File: src/sv/sst_pkg.sv
`timescale 1ns / 1ps
// Shared types and constants of the sparse slot table.
// No dependencies; every other file imports this package.
package sst_pkg;

   localparam int CMD_W   = 3;
   localparam int VALUE_W = 31;
   localparam int INDEX_W = 8;
   localparam int COUNT_W = 9;
   localparam int STAT_W  = 3;
   localparam int WORD_W  = VALUE_W + 1;

   typedef enum logic [CMD_W-1:0] {
      CMD_GROW   = 3'd0,
      CMD_ADD    = 3'd1,
      CMD_WRITE  = 3'd2,
      CMD_DELETE = 3'd3,
      CMD_SHRINK = 3'd4,
      CMD_READ   = 3'd5,
      CMD_QUERY  = 3'd6
   } command_type;

   typedef enum logic [STAT_W-1:0] {
      ST_OK    = 3'd0,
      ST_MISS  = 3'd1,
      ST_RANGE = 3'd2,
      ST_CAP   = 3'd3,
      ST_ZERO  = 3'd4
   } status_type;

   // controller to datapath
   typedef struct packed {
      logic clear_run;
      logic load_item;
      logic issue_idx;
      logic scan_run;
      logic tail_run;
      logic finish;
   } dp_cmd_type;

   // datapath to controller
   typedef struct packed {
      logic [CMD_W-1:0] cmd;
      logic             hit;
      logic             more;
      logic             pend;
      logic             clear_last;
   } dp_sts_type;

endpackage

File: src/sv/sst_ctrl.sv
`timescale 1ns / 1ps
// Controller of the slot table: sequences clear, load, issue, scan, tail and finish steps.
// Depends on sst_pkg; drives the datapath in sst_dp through dp_cmd_type.
module sst_ctrl import sst_pkg::*; (
   input  logic       clock,
   input  logic       reset,
   input  logic       csr_write_en,
   input  logic       req_valid,
   output logic       req_ready,
   output logic       rsp_valid,
   input  logic       rsp_ready,
   output dp_cmd_type ctl,
   input  dp_sts_type sts
);

   typedef enum logic [5:0] {
      S_CLEAR = 6'b000001,
      S_IDLE  = 6'b000010,
      S_ISSUE = 6'b000100,
      S_SCAN  = 6'b001000,
      S_TAIL  = 6'b010000,
      S_DONE  = 6'b100000
   } state_type;

   state_type state_ff, state_in;
   logic      rsp_valid_ff, rsp_valid_in;
   logic      out_free;
   logic      scan_end;

   assign out_free  = !rsp_valid_ff || rsp_ready;
   assign scan_end  = !sts.pend && !sts.more;
   assign req_ready = (state_ff == S_IDLE);
   assign rsp_valid = rsp_valid_ff;

   always_comb begin
      state_in = state_ff;
      ctl      = '0;
      unique case (state_ff)
         S_CLEAR: begin
            ctl.clear_run = 1'b1;
            if (sts.clear_last) begin
               state_in = S_IDLE;
            end
         end
         S_IDLE: begin
            if (req_valid) begin
               ctl.load_item = 1'b1;
               state_in      = S_ISSUE;
            end
         end
         S_ISSUE: begin
            unique case (sts.cmd) inside
               CMD_WRITE, CMD_READ: begin
                  ctl.issue_idx = 1'b1;
                  state_in      = S_DONE;
               end
               CMD_ADD, CMD_DELETE, CMD_SHRINK: begin
                  state_in = S_SCAN;
               end
               default: begin
                  state_in = S_DONE;
               end
            endcase
         end
         S_SCAN: begin
            ctl.scan_run = 1'b1;
            if (sts.cmd == CMD_SHRINK) begin
               if (scan_end) begin
                  state_in = S_TAIL;
               end
            end else if (sts.hit || scan_end) begin
               state_in = S_DONE;
            end
         end
         S_TAIL: begin
            ctl.tail_run = 1'b1;
            if (!sts.more) begin
               state_in = S_DONE;
            end
         end
         S_DONE: begin
            if (out_free) begin
               ctl.finish = 1'b1;
               state_in   = S_IDLE;
            end
         end
         default: begin
            state_in = S_CLEAR;
         end
      endcase
      if (csr_write_en) begin
         state_in = S_CLEAR;
      end
   end

   always_comb begin
      rsp_valid_in = rsp_valid_ff;
      if (ctl.finish) begin
         rsp_valid_in = 1'b1;
      end else if (rsp_ready) begin
         rsp_valid_in = 1'b0;
      end
   end

   always_ff @(posedge clock) begin
      if (reset) begin
         state_ff     <= S_CLEAR;
         rsp_valid_ff <= 1'b0;
      end else begin
         state_ff     <= state_in;
         rsp_valid_ff <= rsp_valid_in;
      end
   end

endmodule

File: config.mk
export PLATFORM = sky130hd
export DESIGN_NAME = sst_ctrl
export DESIGN_NICKNAME = d
export VERILOG_FILES = /design/src/sv/sst_pkg.sv /design/src/sv/sst_ctrl.sv
export SDC_FILE = /design/constraint.sdc
export NUM_CORES = 1
export LEC_CHECK = 0
export BUFFER_PORTS_ARGS = -buffer_cell sky130_fd_sc_hd__buf_2
export CORE_AREA = 8 8 45 47
export DETAILED_ROUTE_END_ITERATION = 10
export DIE_AREA = 0 0 53 55
export PLACE_DENSITY = 0.68
export SETUP_SLACK_MARGIN = 0.3
export SYNTH_ARGS = -nofsm -noshare
export SYNTH_HDL_FRONTEND = slang
export SYNTH_SLANG_ARGS = --single-unit
File: constraint.sdc
create_clock -name clock -period 1.6 [get_ports clock]
set_input_delay 0.08 -clock clock [delete_from_list [all_inputs] [get_ports clock]]
set_output_delay 0.08 -clock clock [all_outputs]
set_load 0.05 [all_outputs]
### After elaboration in Yosys (flattened, before gate mapping)

Index checks and enable logic that the tools add are counted.

| word-level totals | value |
|---|---|
| bits in read-only memories | 0 |
| memory bits (writable) | 0 |
| flip-flop bits (word level) | 7 |
| memories | 0 |
| output and inout bits | 8 |
| word-level logic and storage cells | 50 |
| input port bits | 12 |
| bits in latches | 0 |

| cells by class | value |
|---|---|
| mux-type cells | 20 |
| div/mod/pow operators | 0 |
| $lt $le $gt $ge | 0 |
| equal/unequal tests | 17 |
| $add $sub $neg | 0 |
| bitwise gates (word level) | 0 |
| multiply operators | 0 |
| reductions and logical operators | 11 |
| shift-type cells | 0 |

Operators by type and width:

| cell | count |
|---|---|
| $mux 6 | 8 |
| $pmux 6 s6 | 1 |
| $mux 1 | 11 |
| $ne 2x2->1 const B | 4 |
| $eq 3x2->1 const B | 2 |
| $eq 3x3->1 const B | 2 |
| $eq 6x1->1 const B | 1 |
| $eq 6x2->1 const B | 1 |
| $eq 6x3->1 const B | 1 |
| $eq 6x4->1 const B | 1 |
| $eq 6x5->1 const B | 1 |
| $eq 6x6->1 const B | 1 |
| $ne 3x3->1 const B | 2 |
| $reduce_and 6->1 | 1 |
| $reduce_or 2->1 | 2 |
| $eq 3x1->1 const B | 1 |
| $logic_not 1->1 | 3 |
| $reduce_or 3->1 | 1 |
| $logic_or 1x1->1 | 2 |
| $reduce_bool 2->1 | 1 |
| $logic_and 1x1->1 | 1 |

### Depth between registers and ports, before layout

| depth | value |
|---|---|
| word-level depth | 6 |
| depth in mapped cells | 6 |
| mapped depth without buffers | 6 |

### Worst setup path after synthesis

Ideal clock, no wire load.

| timing | value |
|---|---|
| path type | reg2out |
| start | reg state_ff[2] |
| end | out ctl[4] (netlist bit) |
| stages on the path, launching flop included | 4 |
| required time | 1.520 ns |
| path buffers | 0 |
| slack | -0.118 ns |
| data arrival time | 1.638 ns |
| cell sequence | dfxtp_1 > nor4b_1 > nand2_1 > nor2_1 |

RTL lines:

| item | line | source |
|---|---|---|
| start: declaration | sst_ctrl.sv:25 | `state_type state_ff, state_in;` |
| start signal: assignment | sst_ctrl.sv:110 | `state_ff <= state_in;` |
| end: declaration | sst_ctrl.sv:12 | `output dp_cmd_type ctl,` |

==> impl_metrics.env <==
export IMPL_whs_endpoint="state_ff[0]"
export IMPL_port_buffers=19
export IMPL_timing_max_cap_violations=0
export IMPL_postRouteAntennaNets=0
export IMPL_crit_family="simple AND/OR/NAND/NOR gates"
export IMPL_crit_fanout=6
export IMPL_die_h_um=55
export IMPL_min_from="sts[0]"
export IMPL_regArea_um2=159
export IMPL_fmax_mhz=629
export IMPL_grt_start_max_net_pins=7
export IMPL_start_util=0.363
export IMPL_whs_ns=0.0594
export IMPL_grt_ovfl_total=0
export IMPL_synth_area_leaders="dfxtp_1, nor2_1, nor2b_1, nor4_4, inv_1"
export IMPL_grt_first_pass_wirelength_mm=2.28
export IMPL_r2r_start="state_ff[2]"
export IMPL_async_reset_ff_frac=0
export IMPL_dp_hpwl_mm=1.07
export IMPL_drive_gt1_frac=0.589
export IMPL_p_seq_frac=0.387
export IMPL_rsz0062_at_grt="true"
export IMPL_synth_enable_flop_cells=0
export IMPL_cpPeakStageDelay_ns=0.37
export IMPL_power_switching_mw=0.136
export IMPL_finClkSkew_ns=0.00262
export IMPL_internal_power_mw=0.329
export IMPL_syn_nets=76
export IMPL_hold_viol_final=0
export IMPL_combPwrFrac=0.258
export IMPL_layout_commonest_cell="buf_2"
export IMPL_cts_made_buffers=3
export IMPL_grt_usage=0.104
export IMPL_leakagePower_nw=0.370
export IMPL_synth_seq_cells=7
export IMPL_htreeDepth=1
export IMPL_cp_required_ns=1.52
export IMPL_drc=0
export IMPL_ios=20
export IMPL_drtIter0Drc=9
export IMPL_syn_inst=64
export IMPL_critPathCaptureType="output pin"
export IMPL_finalCriticalPeriod_ns=1.59
export IMPL_viasPerCell=5.35
export IMPL_fill_cells=116
export IMPL_irDropWorstVdd_uv=372
export IMPL_fin_nets=108
export IMPL_startpoint="state_ff[4]"
export IMPL_synth_avg_cell_area_um2=7.84
export IMPL_hold_path_class="primary input to register"
export IMPL_cts_tree="done"
export IMPL_powerDensity_mw_per_mm2=524
export IMPL_critPathBufInv=2
export IMPL_swShare=0.292
export IMPL_outcome="finished, final reports clean"
export IMPL_firstDrtPassIters=4
export IMPL_yosysWarnings=0
export IMPL_crit_arrival_ns=1.51
export IMPL_clock_power_share=0.355
export IMPL_synthFlopType="dfxtp_1"
export IMPL_synth_area_leader_cell="dfxtp_1"
export IMPL_hold_depth=2
export IMPL_wirelength_mm=1.57
export IMPL_yosys_cell_types_count=31
export IMPL_wire_per_inst_um=14.1
export IMPL_root_buffer="clkbuf_4"
export IMPL_die_area_mm2=0.00292
export IMPL_power_total_mw=0.465
export IMPL_final_core_util=0.640
export IMPL_path_cells="nor4_4, buf_4, nand2_4, nor2_4, buf_8"
export IMPL_fin_crit_sh=0.994
export IMPL_rows=14
export IMPL_r2r_cells=5
export IMPL_clockBufferDepth=2
export IMPL_cts_sinks=7
export IMPL_slew_viol_final=0
export IMPL_setup_violations=0
export IMPL_insertion_delay_ns=0.26
export IMPL_place_congestion=0.799
export IMPL_worst_pin_slew_ns=0.423
export IMPL_crit_slowest_cell="dfxtp_4"
export IMPL_antenna_found_initial=0
export IMPL_ys_seq_area_frac=0.279
export IMPL_synthToLayoutAreaGrowth_pct=76.6
export IMPL_cts_clk_slew_worst_paths_ns=0.05
export IMPL_multi_input_area_um2=429
export IMPL_timing_rr_end="state_ff[1]"
export IMPL_dieWidth_um=53
export IMPL_num_vias=594
export IMPL_final_cell_mix="buf_2, nor2_1, buf_4"
export IMPL_antennaDiodeCount=0
export IMPL_syn_area_um2=502
export IMPL_relSlewSlack=0.714
export IMPL_start_kind="register"
export IMPL_worstSetupPathType="register to output pin"
export IMPL_grt_pass1_vias=557
export IMPL_synth_top_cell_area_share=0.279
export IMPL_regToRegSetupSlack_ns=0.02
export IMPL_core_area_mm2=0.00138
[power by group through the flow]
| stage | sequential (mW) | combinational [mW] | clock [mW] |
|---|---|---|---|
| floorplan | 0.185 | 0.0530 | 0 |
| global placement | 0.185 | 0.0879 | 0 |
| detailed placement | 0.186 | 0.0888 | 0 |
| CTS | 0.183 | 0.100 | 0.169 |
| global route | 0.180 | 0.128 | 0.177 |
| finish | 0.180 | 0.120 | 0.165 |
[logic make-up (layout without fill, tap and decap cells)]
group,Yosys count,after routing,share of synthesized area
compound gates,17,17,0.254
simple gates,33,33,0.406
flops,7,7,0.279
buf+inv,7,38,0.0599
[cell usage after synthesis, types with 2 or more instances]
cell type and instances:
nor2_1 10, dfxtp_1 7, nand3_1 3, a41oi_1 2
nor2b_1 4, a21oi_1 3, inv_1 5, o21ai_0 3
nand2_1 5
[per-stage QoR]
step,cells,TNS [ns],area (µm²),worst slack (ns)
6_report,111,0,886,0.00969
5_1_grt,111,-0.131,886,-0.0490
4_1_cts,109,0,801,0.0309
3_5_place_dp,103,0,679,0.0508
3_3_place_gp,103,0,679,0.0453
2_1_floorplan,64,0,534,0.126
[state kept, by name, indices dropped and copies added, names as in the netlist]
| register | count |
|---|---|
| rsp_valid | 1 |
| state_ff | 6 |
[area by class of cell]
| class | instances | share of cell area |
|---|---|---|
| multi-input combinational | 50 | 0.484 |
| sequential | 7 | 0.179 |
| timing repair buffer | 28 | 0.249 |
| tap | 16 | 0.0226 |
| clock buffer | 4 | 0.0297 |
| inverter | 6 | 0.0353 |
[worst reg2reg max path, delay by kind of cell (launching register included)]
family | cells | cell delay (ns)
buf+inv | 1 | 0.17
flops | 1 | 0.37
simple gates | 2 | 0.49
compound gates | 2 | 0.44
[worst max path at each step]
stage	depth (start not counted)	end	slack [ns]
after detailed placement	4	state_ff[4]	0.05
final	5	ctl[0]	0.01
after CTS	5	ctl[5]	0.03
after global placement	4	state_ff[4]	0.05
after floorplan	4	state_ff[4]	0.13
after global routing	5	ctl[0]	-0.05
[metal layers]
layer / GRT usage / up-vias / routed length (µm) / share of wire
li1: - / 300 / - / -
met1: 0.110 / 273 / 614 / 0.39
met2: 0.184 / 15 / 829 / 0.53
met3: 0.0187 / 6 / 88 / 0.056
met4: 0.0776 / 0 / 34 / 0.022
met5: 0 / - / 0 / 0
[timing repair]
item / CTS / global route
setup buffers: 1 / 2
setup endpoints to repair: 13 / 13
resized for setup: 25 / 14
hold buffers: 1 / 0
hold endpoints to repair: 1 / 0
pin swaps: 7 / 10
(Power assumes the default switching activity.)
